File: config.mk
export PLATFORM = sky130hd
export DESIGN_NAME = temperature_band_monitor
export DESIGN_NICKNAME = d
export VERILOG_FILES = /design/src/rtl/tbm_pkg.sv /design/src/rtl/tbm_front.sv /design/src/rtl/tbm_queue.sv /design/src/rtl/tbm_back.sv /design/src/rtl/temperature_band_monitor.sv
export VERILOG_INCLUDE_DIRS = /design/src /design/src/rtl
export SDC_FILE = /design/constraint.sdc
export NUM_CORES = 2
export LEC_CHECK = 0
export ABC_CLOCK_PERIOD_IN_PS = 13500
export BUFFER_PORTS_ARGS = -buffer_cell sky130_fd_sc_hd__buf_2
export CAP_MARGIN = 20
export CORE_MARGIN = 2
export CORE_UTILIZATION = 60
export DETAILED_ROUTE_END_ITERATION = 10
export PLACE_DENSITY_LB_ADDON = 0.25
export SETUP_SLACK_MARGIN = 0.02
export SLEW_MARGIN = 20
export SYNTH_ARGS = -nofsm -noshare
export SYNTH_HDL_FRONTEND = slang
export SYNTH_SLANG_ARGS = --single-unit
File: constraint.sdc
create_clock -name clk -period 13.5 [get_ports clk]
set_clock_uncertainty 0.2 [all_clocks]
set_input_delay 1.35 -clock clk [delete_from_list [all_inputs] [get_ports clk]]
set_output_delay 1.35 -clock clk [all_outputs]
set_load 0.05 [all_outputs]
File: src/rtl/temperature_band_monitor_macros.svh
// Assertion macros shared by the temperature band monitor RTL.
// Depends on a clock named clk and an active-low reset named rst_n in scope.
`ifndef TEMPERATURE_BAND_MONITOR_MACROS_SVH
`define TEMPERATURE_BAND_MONITOR_MACROS_SVH

// Check a condition at every clock edge out of reset
`define TBM_ASSERT(lbl, cond, msg) \
  lbl: assert property (@(posedge clk) disable iff (!rst_n) (cond)) else $error(msg);

// Check that a trigger is followed by a condition in the next cycle
`define TBM_ASSERT_NEXT(lbl, trig, cond, msg) \
  lbl: assert property (@(posedge clk) disable iff (!rst_n) (trig) |=> (cond)) else $error(msg);

`endif

File: src/rtl/tbm_pkg.sv
// Shared types, codes and constants of the temperature band monitor.
// No dependencies; used by every module of the block.
`default_nettype none

package tbm_pkg;

  // Field widths of the words
  localparam int unsigned SAMPLE_W = 10;
  localparam int unsigned TEMP_W   = 16;
  localparam int unsigned THR_W    = 14;
  localparam int unsigned GAIN_W   = 24;
  localparam int unsigned CFG_W    = 24;
  localparam int unsigned CFG_IDX_W = 3;
  // Widest running sum that the conversion datapath supports
  localparam int unsigned SUM_MAX_W = 40;

  // Commands
  localparam logic CMD_ACCUMULATE = 1'b0;
  localparam logic CMD_EVALUATE   = 1'b1;

  // Configuration register indexes
  localparam logic [CFG_IDX_W-1:0] CFG_GAIN         = 3'd0;
  localparam logic [CFG_IDX_W-1:0] CFG_OFFSET       = 3'd1;
  localparam logic [CFG_IDX_W-1:0] CFG_LOW_TRIP     = 3'd2;
  localparam logic [CFG_IDX_W-1:0] CFG_LOW_RELEASE  = 3'd3;
  localparam logic [CFG_IDX_W-1:0] CFG_HIGH_RELEASE = 3'd4;
  localparam logic [CFG_IDX_W-1:0] CFG_HIGH_TRIP    = 3'd5;
  localparam logic [CFG_IDX_W-1:0] CFG_FAULT_LIMIT  = 3'd6;

  // Register reset values
  localparam logic [GAIN_W-1:0]        GAIN_RST         = 24'd75945;
  localparam logic signed [TEMP_W-1:0] OFFSET_RST       = -16'sd1879;
  localparam logic [THR_W-1:0]         LOW_TRIP_RST     = 14'd1900;
  localparam logic [THR_W-1:0]         LOW_RELEASE_RST  = 14'd2000;
  localparam logic [THR_W-1:0]         HIGH_RELEASE_RST = 14'd2500;
  localparam logic [THR_W-1:0]         HIGH_TRIP_RST    = 14'd2600;
  localparam logic [THR_W-1:0]         FAULT_LIMIT_RST  = 14'd7000;

  // Band codes as reported
  localparam logic [1:0] BAND_CODE_NORMAL = 2'd0;
  localparam logic [1:0] BAND_CODE_LOW    = 2'd1;
  localparam logic [1:0] BAND_CODE_HIGH   = 2'd2;
  localparam logic [1:0] BAND_CODE_FAULT  = 2'd3;

  // Fault kinds
  localparam logic [1:0] FAULT_NONE     = 2'd0;
  localparam logic [1:0] FAULT_OPEN     = 2'd1;
  localparam logic [1:0] FAULT_SHORT    = 2'd2;
  localparam logic [1:0] FAULT_BOUNDARY = 2'd3;

  // Temperature limits
  localparam logic signed [TEMP_W-1:0] TEMP_MAX  = 16'sd32767;
  localparam logic [THR_W-1:0]         CLAMP_MAX = 14'd9999;

  // Reciprocal multipliers for the decimal split (exact over the used ranges)
  localparam logic [13:0] DIV1000_MUL = 14'd8389;  // c < 10000, shift 23
  localparam logic [5:0]  DIV100_MUL  = 6'd41;     // r < 1000,  shift 12
  localparam logic [7:0]  DIV10_MUL   = 8'd205;    // r < 100,   shift 11

  // Band state, one-hot
  typedef enum logic [3:0] {
    BAND_NORMAL = 4'b0001,
    BAND_LOW    = 4'b0010,
    BAND_HIGH   = 4'b0100,
    BAND_FAULT  = 4'b1000
  } tbm_band_t;

  typedef struct packed {
    logic                command;
    logic [SAMPLE_W-1:0] sample;
  } tbm_in_t;

  typedef struct packed {
    logic signed [TEMP_W-1:0] temperature;
    logic [1:0]               band;
    logic [1:0]               fault_kind;
    logic [3:0]               digit_thousands;
    logic [3:0]               digit_hundreds;
    logic [3:0]               digit_tens;
    logic [3:0]               digit_units;
  } tbm_out_t;

  typedef struct packed {
    logic [GAIN_W-1:0]        gain;
    logic signed [TEMP_W-1:0] offset;
    logic [THR_W-1:0]         low_trip;
    logic [THR_W-1:0]         low_release;
    logic [THR_W-1:0]         high_release;
    logic [THR_W-1:0]         high_trip;
    logic [THR_W-1:0]         fault_limit;
  } tbm_cfg_t;

  // Queue status seen by the front and back parts
  typedef struct packed {
    logic full;
    logic empty;
  } tbm_qstat_t;

  // Map the one-hot band state to its reported code
  function automatic logic [1:0] band_code(tbm_band_t b);
    logic [1:0] code;
    case (b)
      BAND_NORMAL: code = BAND_CODE_NORMAL;
      BAND_LOW:    code = BAND_CODE_LOW;
      BAND_HIGH:   code = BAND_CODE_HIGH;
      default:     code = BAND_CODE_FAULT;
    endcase
    return code;
  endfunction

endpackage

`default_nettype wire

File: src/rtl/tbm_front.sv
// Front part: accepts words, accumulates samples and issues evaluate jobs.
// Depends on tbm_pkg and temperature_band_monitor_macros.svh.
`default_nettype none
`include "temperature_band_monitor_macros.svh"

module tbm_front #(
  parameter int unsigned SUM_BITS = 32
) (
  input  wire logic                  clk,
  input  wire logic                  rst_n,
  input  wire logic                  in_valid,
  output logic                       in_stall,
  input  wire tbm_pkg::tbm_in_t      in_data,
  input  wire tbm_pkg::tbm_qstat_t   qstat,
  output logic                       push,
  output logic [SUM_BITS-1:0]        push_sum
);

  logic [SUM_BITS-1:0] sum_r;
  logic [SUM_BITS-1:0] sum_nxt;
  logic [SUM_BITS:0]   sum_add;
  logic                in_fire;

  // Stall only when the job queue has no room
  assign in_stall = qstat.full;
  assign in_fire  = in_valid && !in_stall;
  assign push     = in_fire && (in_data.command == tbm_pkg::CMD_EVALUATE);
  assign push_sum = sum_r;

  // Add the sample with carry, hold at the maximum on overflow
  assign sum_add = {1'b0, sum_r} + (SUM_BITS+1)'(in_data.sample);

  always_comb begin
    sum_nxt = sum_r;
    if (in_fire) begin
      if (in_data.command == tbm_pkg::CMD_EVALUATE) begin
        sum_nxt = '0;
      end else if (sum_add[SUM_BITS]) begin
        sum_nxt = '1;
      end else begin
        sum_nxt = sum_add[SUM_BITS-1:0];
      end
    end
  end

  always_ff @(posedge clk) begin
    if (!rst_n) begin
      sum_r <= '0;
    end else begin
      sum_r <= sum_nxt;
    end
  end

  `TBM_ASSERT_NEXT(a_sum_cleared, push, sum_r == '0, "running sum not cleared after evaluate")
  `TBM_ASSERT(a_no_push_full, !(push && qstat.full), "evaluate issued into a full queue")
  `TBM_ASSERT_NEXT(a_sum_no_wrap, in_fire && in_data.command == tbm_pkg::CMD_ACCUMULATE, sum_r >= $past(sum_r), "running sum wrapped")

endmodule

`default_nettype wire

File: src/rtl/tbm_queue.sv
// Two-entry job queue between the front and back parts.
// Depends on tbm_pkg and temperature_band_monitor_macros.svh.
`default_nettype none
`include "temperature_band_monitor_macros.svh"

module tbm_queue #(
  parameter int unsigned WIDTH = 32
) (
  input  wire logic                clk,
  input  wire logic                rst_n,
  input  wire logic                push,
  input  wire logic [WIDTH-1:0]    push_data,
  input  wire logic                pop,
  output logic [WIDTH-1:0]         head_data,
  output tbm_pkg::tbm_qstat_t      qstat
);

  logic [WIDTH-1:0] mem_r [2];
  logic             wr_ptr_r;
  logic             wr_ptr_nxt;
  logic             rd_ptr_r;
  logic             rd_ptr_nxt;
  logic [1:0]       count_r;
  logic [1:0]       count_nxt;

  assign qstat.full  = (count_r == 2'd2);
  assign qstat.empty = (count_r == 2'd0);
  assign head_data   = mem_r[rd_ptr_r];

  // Advance pointers and count
  always_comb begin
    wr_ptr_nxt = push ? ~wr_ptr_r : wr_ptr_r;
    rd_ptr_nxt = pop  ? ~rd_ptr_r : rd_ptr_r;
    count_nxt  = count_r;
    if (push && !pop) begin
      count_nxt = count_r + 2'd1;
    end else if (pop && !push) begin
      count_nxt = count_r - 2'd1;
    end
  end

  always_ff @(posedge clk) begin
    if (!rst_n) begin
      wr_ptr_r <= 1'b0;
      rd_ptr_r <= 1'b0;
      count_r  <= 2'd0;
    end else begin
      wr_ptr_r <= wr_ptr_nxt;
      rd_ptr_r <= rd_ptr_nxt;
      count_r  <= count_nxt;
    end
  end

  // Store the entry
  always_ff @(posedge clk) begin
    if (push) begin
      mem_r[wr_ptr_r] <= push_data;
    end
  end

  `TBM_ASSERT(a_no_pop_empty, !(pop && qstat.empty), "pop from empty queue")
  `TBM_ASSERT(a_count_range, count_r != 2'd3, "queue count out of range")
  `TBM_ASSERT(a_ptr_count, (count_r == 2'd1) == (wr_ptr_r != rd_ptr_r), "queue pointers disagree with count")

endmodule

`default_nettype wire

File: src/rtl/tbm_back.sv
// Back part: converts a latched sum to temperature, updates the band and
// splits the digits in a stalling pipeline. Depends on tbm_pkg and the macros.
`default_nettype none
`include "temperature_band_monitor_macros.svh"

module tbm_back #(
  parameter int unsigned SUM_BITS = 32
) (
  input  wire logic                 clk,
  input  wire logic                 rst_n,
  input  wire tbm_pkg::tbm_cfg_t    cfg,
  input  wire tbm_pkg::tbm_qstat_t  qstat,
  input  wire logic [SUM_BITS-1:0]  head_sum,
  output logic                      pop,
  output logic                      out_valid,
  input  wire logic                 out_stall,
  output tbm_pkg::tbm_out_t         out_data
);

  localparam int unsigned SW = tbm_pkg::SUM_MAX_W;
  localparam int unsigned TW = tbm_pkg::TEMP_W;

  logic advance;

  // Stage 1: partial products
  logic          s1_v_r;
  logic [39:0]   s1_hi_r;
  logic [47:0]   s1_lo_r;
  logic [SW-1:0] sum_ext;

  // Stage 2: temperature
  logic                     s2_v_r;
  logic signed [TW-1:0]     s2_t_r;
  logic [40:0]              quot;
  logic signed [18:0]       t_wide;
  logic signed [TW-1:0]     t_sat;

  // Stage 3: band, fault kind, clamp
  logic                     s3_v_r;
  logic signed [TW-1:0]     s3_t_r;
  logic [1:0]               s3_band_r;
  logic [1:0]               s3_kind_r;
  logic [13:0]              s3_c_r;
  tbm_pkg::tbm_band_t       band_r;
  tbm_pkg::tbm_band_t       band_nxt;
  logic [1:0]               kind;
  logic [13:0]              clamp;

  // Stage 4: thousands
  logic                     s4_v_r;
  logic signed [TW-1:0]     s4_t_r;
  logic [1:0]               s4_band_r;
  logic [1:0]               s4_kind_r;
  logic [3:0]               s4_th_r;
  logic [9:0]               s4_rem_r;
  logic [27:0]              th_prod;
  logic [3:0]               th;
  logic [13:0]              rem1;

  // Stage 5: hundreds
  logic                     s5_v_r;
  logic signed [TW-1:0]     s5_t_r;
  logic [1:0]               s5_band_r;
  logic [1:0]               s5_kind_r;
  logic [3:0]               s5_th_r;
  logic [3:0]               s5_hu_r;
  logic [6:0]               s5_rem_r;
  logic [15:0]              hu_prod;
  logic [3:0]               hu;
  logic [9:0]               rem2;

  // Output register: tens and units
  logic                     out_v_r;
  tbm_pkg::tbm_out_t        out_r;
  logic [14:0]              tn_prod;
  logic [3:0]               tn;
  logic [6:0]               un;

  logic signed [TW-1:0] low_trip_s;
  logic signed [TW-1:0] low_rel_s;
  logic signed [TW-1:0] high_rel_s;
  logic signed [TW-1:0] high_trip_s;
  logic signed [TW-1:0] limit_s;

  // Move the whole pipeline unless the output word is held
  assign advance   = !out_v_r || !out_stall;
  assign pop       = advance && !qstat.empty;
  assign out_valid = out_v_r;
  assign out_data  = out_r;

  // Stage 1: split the sum and multiply both halves by the gain
  assign sum_ext = SW'(head_sum);

  always_ff @(posedge clk) begin
    if (advance) begin
      s1_hi_r <= 40'(sum_ext[SW-1:24]) * 40'(cfg.gain);
      s1_lo_r <= 48'(sum_ext[23:0]) * 48'(cfg.gain);
    end
  end

  // Stage 2: combine, add the offset, saturate to 16 bits
  always_comb begin
    quot   = 41'(s1_hi_r) + 41'(s1_lo_r[47:24]);
    t_wide = $signed({2'b00, quot[16:0]}) + 19'(cfg.offset);
    if ((|quot[40:17]) || (t_wide > 19'sd32767)) begin
      t_sat = tbm_pkg::TEMP_MAX;
    end else begin
      t_sat = t_wide[TW-1:0];
    end
  end

  always_ff @(posedge clk) begin
    if (advance) begin
      s2_t_r <= t_sat;
    end
  end

  // Stage 3: band update with hysteresis
  assign low_trip_s  = $signed({2'b00, cfg.low_trip});
  assign low_rel_s   = $signed({2'b00, cfg.low_release});
  assign high_rel_s  = $signed({2'b00, cfg.high_release});
  assign high_trip_s = $signed({2'b00, cfg.high_trip});
  assign limit_s     = $signed({2'b00, cfg.fault_limit});

  always_comb begin
    band_nxt = band_r;
    if (s2_t_r < 0 || s2_t_r > limit_s) begin
      band_nxt = tbm_pkg::BAND_FAULT;
    end else begin
      case (band_r)
        tbm_pkg::BAND_NORMAL: begin
          if (s2_t_r < low_trip_s) begin
            band_nxt = tbm_pkg::BAND_LOW;
          end else if (s2_t_r > high_trip_s) begin
            band_nxt = tbm_pkg::BAND_HIGH;
          end else begin
            band_nxt = tbm_pkg::BAND_NORMAL;
          end
        end
        tbm_pkg::BAND_LOW: begin
          band_nxt = (s2_t_r > low_rel_s) ? tbm_pkg::BAND_NORMAL : tbm_pkg::BAND_LOW;
        end
        tbm_pkg::BAND_HIGH: begin
          band_nxt = (s2_t_r < high_rel_s) ? tbm_pkg::BAND_NORMAL : tbm_pkg::BAND_HIGH;
        end
        default: begin
          if (s2_t_r > low_trip_s && s2_t_r < high_trip_s) begin
            band_nxt = tbm_pkg::BAND_NORMAL;
          end else if (s2_t_r < low_trip_s) begin
            band_nxt = tbm_pkg::BAND_LOW;
          end else if (s2_t_r > high_trip_s) begin
            band_nxt = tbm_pkg::BAND_HIGH;
          end else begin
            band_nxt = tbm_pkg::BAND_FAULT;
          end
        end
      endcase
    end
  end

  // Classify the fault and clamp for the display digits
  always_comb begin
    kind = tbm_pkg::FAULT_NONE;
    if (band_nxt == tbm_pkg::BAND_FAULT) begin
      if (s2_t_r > limit_s) begin
        kind = tbm_pkg::FAULT_SHORT;
      end else if (s2_t_r < 0) begin
        kind = tbm_pkg::FAULT_OPEN;
      end else begin
        kind = tbm_pkg::FAULT_BOUNDARY;
      end
    end
    if (s2_t_r < 0) begin
      clamp = '0;
    end else if (s2_t_r > $signed({2'b00, tbm_pkg::CLAMP_MAX})) begin
      clamp = tbm_pkg::CLAMP_MAX;
    end else begin
      clamp = s2_t_r[13:0];
    end
  end

  always_ff @(posedge clk) begin
    if (!rst_n) begin
      band_r <= tbm_pkg::BAND_FAULT;
    end else if (advance && s2_v_r) begin
      band_r <= band_nxt;
    end
  end

  always_ff @(posedge clk) begin
    if (advance) begin
      s3_t_r    <= s2_t_r;
      s3_band_r <= tbm_pkg::band_code(band_nxt);
      s3_kind_r <= kind;
      s3_c_r    <= clamp;
    end
  end

  // Stage 4: thousands digit by reciprocal, remainder by shift-add
  always_comb begin
    th_prod = 28'(s3_c_r) * 28'(tbm_pkg::DIV1000_MUL);
    th      = th_prod[26:23];
    rem1    = s3_c_r - (14'({th, 10'b0}) - 14'({th, 4'b0}) - 14'({th, 3'b0}));
  end

  always_ff @(posedge clk) begin
    if (advance) begin
      s4_t_r    <= s3_t_r;
      s4_band_r <= s3_band_r;
      s4_kind_r <= s3_kind_r;
      s4_th_r   <= th;
      s4_rem_r  <= rem1[9:0];
    end
  end

  // Stage 5: hundreds digit
  always_comb begin
    hu_prod = 16'(s4_rem_r) * 16'(tbm_pkg::DIV100_MUL);
    hu      = hu_prod[15:12];
    rem2    = s4_rem_r - (10'({hu, 6'b0}) + 10'({hu, 5'b0}) + 10'({hu, 2'b0}));
  end

  always_ff @(posedge clk) begin
    if (advance) begin
      s5_t_r    <= s4_t_r;
      s5_band_r <= s4_band_r;
      s5_kind_r <= s4_kind_r;
      s5_th_r   <= s4_th_r;
      s5_hu_r   <= hu;
      s5_rem_r  <= rem2[6:0];
    end
  end

  // Output stage: tens and units
  always_comb begin
    tn_prod = 15'(s5_rem_r) * 15'(tbm_pkg::DIV10_MUL);
    tn      = tn_prod[14:11];
    un      = s5_rem_r - (7'({tn, 3'b0}) + 7'({tn, 1'b0}));
  end

  always_ff @(posedge clk) begin
    if (advance) begin
      out_r.temperature     <= s5_t_r;
      out_r.band            <= s5_band_r;
      out_r.fault_kind      <= s5_kind_r;
      out_r.digit_thousands <= s5_th_r;
      out_r.digit_hundreds  <= s5_hu_r;
      out_r.digit_tens      <= tn;
      out_r.digit_units     <= un[3:0];
    end
  end

  // Stage valid bits
  always_ff @(posedge clk) begin
    if (!rst_n) begin
      s1_v_r  <= 1'b0;
      s2_v_r  <= 1'b0;
      s3_v_r  <= 1'b0;
      s4_v_r  <= 1'b0;
      s5_v_r  <= 1'b0;
      out_v_r <= 1'b0;
    end else if (advance) begin
      s1_v_r  <= !qstat.empty;
      s2_v_r  <= s1_v_r;
      s3_v_r  <= s2_v_r;
      s4_v_r  <= s3_v_r;
      s5_v_r  <= s4_v_r;
      out_v_r <= s5_v_r;
    end
  end

  `TBM_ASSERT(a_kind_band, !out_v_r || ((out_r.fault_kind == tbm_pkg::FAULT_NONE) == (out_r.band != tbm_pkg::BAND_CODE_FAULT)), "fault kind disagrees with band")
  `TBM_ASSERT(a_digits, !out_v_r || (out_r.digit_thousands <= 4'd9 && out_r.digit_hundreds <= 4'd9 && out_r.digit_tens <= 4'd9 && out_r.digit_units <= 4'd9), "decimal digit out of range")
  `TBM_ASSERT_NEXT(a_band_hold, !(advance && s2_v_r), $stable(band_r), "band changed without an evaluate")

endmodule

`default_nettype wire

File: src/rtl/temperature_band_monitor.sv
// Temperature band monitor: accumulates converter samples, then converts,
// classifies with hysteresis and splits digits. Takes one word per cycle
// unless the job queue is full; an evaluate word passes the job queue, then
// the multiply, offset, band and three digit stages of the back pipeline.
// Synchronous reset clears the sum, sets the band to fault and loads register defaults.
`default_nettype none

module temperature_band_monitor #(
  parameter int unsigned SUM_BITS = 32
) (
  input  wire logic                                clk,
  input  wire logic                                rst_n,
  input  wire logic                                in_valid,
  output logic                                     in_stall,
  input  wire tbm_pkg::tbm_in_t                    in_data,
  output logic                                     out_valid,
  input  wire logic                                out_stall,
  output tbm_pkg::tbm_out_t                        out_data,
  input  wire logic                                cfg_we,
  input  wire logic [tbm_pkg::CFG_IDX_W-1:0]       cfg_index,
  input  wire logic [tbm_pkg::CFG_W-1:0]           cfg_data
);

  tbm_pkg::tbm_cfg_t   cfg_r;
  tbm_pkg::tbm_cfg_t   cfg_nxt;
  tbm_pkg::tbm_qstat_t qstat;
  logic                push;
  logic                pop;
  logic [SUM_BITS-1:0] push_sum;
  logic [SUM_BITS-1:0] head_sum;

  // Decode configuration writes
  always_comb begin
    cfg_nxt = cfg_r;
    if (cfg_we) begin
      case (cfg_index)
        tbm_pkg::CFG_GAIN:         cfg_nxt.gain         = cfg_data;
        tbm_pkg::CFG_OFFSET:       cfg_nxt.offset       = $signed(cfg_data[15:0]);
        tbm_pkg::CFG_LOW_TRIP:     cfg_nxt.low_trip     = cfg_data[13:0];
        tbm_pkg::CFG_LOW_RELEASE:  cfg_nxt.low_release  = cfg_data[13:0];
        tbm_pkg::CFG_HIGH_RELEASE: cfg_nxt.high_release = cfg_data[13:0];
        tbm_pkg::CFG_HIGH_TRIP:    cfg_nxt.high_trip    = cfg_data[13:0];
        tbm_pkg::CFG_FAULT_LIMIT:  cfg_nxt.fault_limit  = cfg_data[13:0];
        default:                   cfg_nxt = cfg_r;
      endcase
    end
  end

  always_ff @(posedge clk) begin
    if (!rst_n) begin
      cfg_r.gain         <= tbm_pkg::GAIN_RST;
      cfg_r.offset       <= tbm_pkg::OFFSET_RST;
      cfg_r.low_trip     <= tbm_pkg::LOW_TRIP_RST;
      cfg_r.low_release  <= tbm_pkg::LOW_RELEASE_RST;
      cfg_r.high_release <= tbm_pkg::HIGH_RELEASE_RST;
      cfg_r.high_trip    <= tbm_pkg::HIGH_TRIP_RST;
      cfg_r.fault_limit  <= tbm_pkg::FAULT_LIMIT_RST;
    end else begin
      cfg_r <= cfg_nxt;
    end
  end

  // Front: accumulate and issue evaluate jobs
  tbm_front #(
    .SUM_BITS(SUM_BITS)
  ) u_front (
    .clk      (clk),
    .rst_n    (rst_n),
    .in_valid (in_valid),
    .in_stall (in_stall),
    .in_data  (in_data),
    .qstat    (qstat),
    .push     (push),
    .push_sum (push_sum)
  );

  // Job queue
  tbm_queue #(
    .WIDTH(SUM_BITS)
  ) u_queue (
    .clk       (clk),
    .rst_n     (rst_n),
    .push      (push),
    .push_data (push_sum),
    .pop       (pop),
    .head_data (head_sum),
    .qstat     (qstat)
  );

  // Back: conversion, band and digits
  tbm_back #(
    .SUM_BITS(SUM_BITS)
  ) u_back (
    .clk       (clk),
    .rst_n     (rst_n),
    .cfg       (cfg_r),
    .qstat     (qstat),
    .head_sum  (head_sum),
    .pop       (pop),
    .out_valid (out_valid),
    .out_stall (out_stall),
    .out_data  (out_data)
  );

endmodule

`default_nettype wire
======== Word-level counts from Yosys, hierarchy flattened ========
Memory sizes are Yosys's and may differ from the RTL's. A register that Yosys moved wholly into a read port is not among the register bits.
Index checks and enable logic that the tools add are counted.
W data, S select, Z words.
word-level totals
  register bits ........................... 399
  memory bits (writable) .................. 64
  input port bits ......................... 43
  output and inout port bits .............. 38
  word-level logic and storage cells ...... 141
  memories kept ........................... 1
memories
  memory         words  bits a word  rd ports  clocked after memory_dff  wr ports  line             source
  u_queue.mem_r  2      32           1         1                         1         tbm_queue.sv:18  logic [WIDTH-1:0] mem_r [2];
operators by class
  $add $sub $neg .......................... 13
  $mul .................................... 5
  $lt $le $gt $ge ......................... 10
  equality and inequality tests ........... 14
  muxes and demuxes ....................... 21
  bitwise operators ....................... 3
  reduce and logical (&&, ||, !) cells .... 29
operators with widths
  operator                  number
  $gt A16 B15 Y1            4
  $mux W32                  2
  $lt A16 B15 Y1            3
  $mul A24 B24 Y48          1
  $add A40 B24 Y41          1
  $add A32 B10 Y33          1
  $mul A8 B24 Y32           1
  $mul A14 B14 Y27 const B  1
  $reduce_or A24 Y1         1
  $mux W4                   5
  $add A18 B16 Y19          1
  $gt A19 B16 Y1 const B    1
  $gt A16 B15 Y1 const B    1
  $lt A16 B1 Y1 const B     1
  $mul A10 B6 Y16 const B   1
  $mul A7 B8 Y15 const B    1
  $mux W14                  1
  $reduce_and A2 Y1         7
  $pmux W4 S3               1
  $mux W2                   5
  $sub A10 B10 Y10          1
  $sub A10 B7 Y10           1
  $eq A3 B3 Y1 const B      3
  $sub A1 B8 Y9 const A     1
  25 further kinds          49

======== Depth between registers and ports, before layout ========
  word-level depth ........................ 9
  mapped depth ............................ 32
  gate-level depth less buffers ........... 31

======== By module ========
Synthesis repeated with hierarchy kept, for this count alone.
second synthesis, totals
  cells, all modules ...................... 4865
  area, all modules ....................... 48271.3 µm²
modules (own cells, without submodules)
  module                    instances  cells an instance  area an instance (µm²)  sequential area each (µm²)
  tbm_back                  1          4071               39275.2                 6536.3
  temperature_band_monitor  1          413                4314.1                  2202.1
  tbm_queue                 1          122                2528.7                  2021.9
  tbm_front                 1          259                2153.3                  640.6

======== Worst setup path after synthesis ========
Ideal clock, no wire load.
  path type ............................... input to register
  start ................................... in out_stall
  end ..................................... reg u_queue.count_r[1]
  setup time .............................. 76 ps
  arrival time ............................ 8128 ps
  required time ........................... 13224 ps
  slack ................................... 5096 ps
  cell stages on the path ................. 5
  buffers on the path ..................... 0
  path through ............................ nand2_1 -> o21ai_0 -> ha_1 -> or3_1 -> a21boi_0
on the way
  word-level cells in the longest chain between the ends .. 6
  elaborated cells on any way between the ends .. 8
  classes of those cells .................. 1 x mux; 7 x reduce/logical
ends and longest elaborated chain
  element                                        line                            source
  start: declaration                             temperature_band_monitor.sv:17  input wire logic out_stall,
  $logic_not A1 Y1 (*)                           tbm_back.sv:86                  assign advance = !out_v_r || !out_stall;
  $logic_or A1 B1 Y1 (*)                         tbm_back.sv:86
  $logic_and A1 B1 Y1 (*)                        tbm_back.sv:87                  assign pop = advance && !qstat.empty;
  $logic_not A1 Y1                               tbm_queue.sv:35                 if (push && !pop) begin
  $logic_and A1 B1 Y1                            tbm_queue.sv:35
  $mux W2 or $reduce_bool A2 Y1 (tied branches)  --
  end signal: assignment                         tbm_queue.sv:50                 count_r <= count_nxt;
  end: declaration                               tbm_queue.sv:23                 logic [1:0] count_r;
Every way passes the cells marked *; elsewhere a longest branch is shown, timed or not.
A chain may end at the register's enable or synchronous reset.

==> metrics.yaml <==
die_y_um: 285.9
dieWidth_um: 285.9
maxSlewHeadroom: 0.3225
cts_root_buffer: "clkbuf_16"
htreeDepth: 2
cp-start-kind: "flip-flop"
drive_above_1_share: 0.05393
crit_family: "adder cells"
grt_max_degree: 106
required_ps: 13650
cp.arrival_ps: 8730
insertion_delay_ps: 640
grt_pass1_vias: 35570
initial_core_util: 0.6045
yosysSeqAreaShare: 0.2391
yosysWarnings: 0
synth-edff-count: 275
nNetsFinal: 6135
port_buffers: 80
dp_hpwl_mm: 81.11
drc_errors: 0
hold_class: "flip-flop to flip-flop"
dieArea_sq_um: 81740
synth_area_sq_um: 47680
critPathMaxStageDelay_ps: 670
drv_slew: 0
synth_area_leaders: "fa_1 (27%), edfxtp_1 (17%), ha_1 (14%)"
overflow: 0
finalHoldViolations: 0
cp_num_buf_inv: 5
syn_to_final_growth_pct: 6.539
gp_congestion: 0.8845
nFillCells: 6451
rsz0062_at_grt: "no"
cts_tree: "done"
ys_types: 75
synth-main-ff-cell: "edfxtp_1"
drt-total-wl_mm: 110.0
cts_buffers: 50
fin_crit_sh: 0.6353
grt_first_pass_wirelength_mm: 183.3
num_vias: 33550
fmax_mhz: 116.6
pin_count: 81
track_usage: 0.2808
postCtsResizedCells: 0
final_common_cell: "inv_1"
clockBufferDepth: 3
num_antenna_cells: 0
setup_viol: 0
antenna_found_initial: 0
cpMaxStageDelayCell: "o31ai_1"
crit_chain: "buf_4 > mux2_2 > and2_1 > fa_1 > fa_1 > inv_1 > fa_1 > fa_1 > inv_1 > fa_1 > fa_1 > inv_1 > fa_1 > inv_1 > ha_1 > nand4_1 > o41ai_1 > a21o_1 > a21oi_1 > o31ai_1 > a21o_1 > a21oi_1 > o21ai_0 > xor2_1"
antenna_left: 0
utilization: 0.6441
cts_sinks: 432
syn_avg_cell_area_sq_um: 9.670
drv_cap: 0
critPathMaxFanout: 32
rows: 103
async_reset_ff_frac: 0
finalWorstPathRequiredPeriod_ps: 8577
outcome: "finished, final reports clean"
synth.top_cell.area_share: 0.2737
end_kind: "flip-flop"
clk_pin_slew_worst_paths_ps: 60
syn_nets: 6157
cp_common_cell: "fa_1"
final_cell_mix: "inv_1 (938), nand2_1 (674), fa_1 (652)"
worstSetupPathType: "flip-flop to flip-flop"
core_sq_um: 78870
worst_pin_slew_ps: 1016
synth_area_leader_cell: "fa_1"
drtPass1Iterations: 8
cts_setup_buffers: 0
ys_ff_latch: 432
fin_tns_setup_ps: 0
drt_iter0_markers: 2304
synth_cells: 4931
wire_per_inst_um: 18.34
via_per_inst: 5.591
hold_buffers: 0
kinds of logic after synthesis:
| group | after synthesis | synth area share |
|---|---|---|
| flops | 432 | 0.2391 |
| mux | 41 | 0.009368 |
| compound gates | 602 | 0.08402 |
| xor+xnor | 113 | 0.02076 |
| fa+ha+maj | 1183 | 0.4131 |
| simple gates | 1432 | 0.1447 |
| buf+inv | 1128 | 0.08896 |
per-layer routing:
metal	vias up	track usage	share of wire
met5	-	0	0
met4	0	0.1043	0.039
met3	272	0.04545	0.068
met2	1046	0.4795	0.48
met1	16610	0.3614	0.41
li1	15630	-	-
final timing paths:
kind | start | endpoint | slack [ps] | cells after the start
hold / removal | u_back.s5_hu_r[3] | u_back.out_data[11] | 220 | 0
setup reg to reg | flip-flop | u_back.s1_lo_r[46] | 4920 | 24
hold reg to reg | u_back.s5_hu_r[3] | u_back.out_data[11] | 220 | 0
setup / recovery | flip-flop | u_back.s1_lo_r[46] | 4920 | 24
synthesized netlist by cell type (80+ instances only):
cell type and n:
a21boi_0 80, o21ai_0 94, nor2_1 118, nor2b_1 101, ha_1 531, clkbuf_1 187, nand2_1 675, dfxtp_1 157
inv_1 938, edfxtp_1 275, a21oi_1 157, fa_1 652, and2_1 312
flip-flops by register name, summed over array words and instances, names as in the netlist, 4 cells and up, named ones only:
register	count
cfg_r	110
u_queue.mem_r	64
u_back.out_data	36
u_back.s1_hi_r	32
u_front.push_sum	32
u_back.s1_lo_r	24
u_back.s2_t_r	16
u_back.s3_t_r	16
u_back.s4_t_r	16
u_back.s5_t_r	16
u_back.s3_c_r	14
u_back.s4_rem_r	10
u_back.s5_rem_r	7
u_back.band_r	4
u_back.s4_th_r	4
u_back.s5_hu_r	4
u_back.s5_th_r	4
metrics by stage:
stage | setup slack, ps | cells | hold WS [ps] | area [sq um]
after floorplan | 5096 | 4931 | 200.3 | 47680
after global placement | 5134 | 5907 | 200.9 | 48980
after detailed placement | 4993 | 5907 | 204.5 | 48990
after CTS | 4949 | 6001 | 218.9 | 50790
after global routing | 4500 | 6001 | 226.9 | 50800
final | 4923 | 6001 | 217.8 | 50800
area by class of cell:
type                            instances  area [sq um]  share of cell area
Clock buffer                           55          1290             0.02539
Timing Repair Buffer                  116         673.1             0.01325
Tap cell                             1050          1314             0.02586
Clock inverter                         39         513.0             0.01010
Multi-Input combinational cell       3371         32080              0.6315
Inverter                              938          3521             0.06931
Sequential cell                       432         11410              0.2246
Power is left out: the tool's default activity adds up to more than one toggle a clock period on the data nets, which glitch-free logic cannot reach.
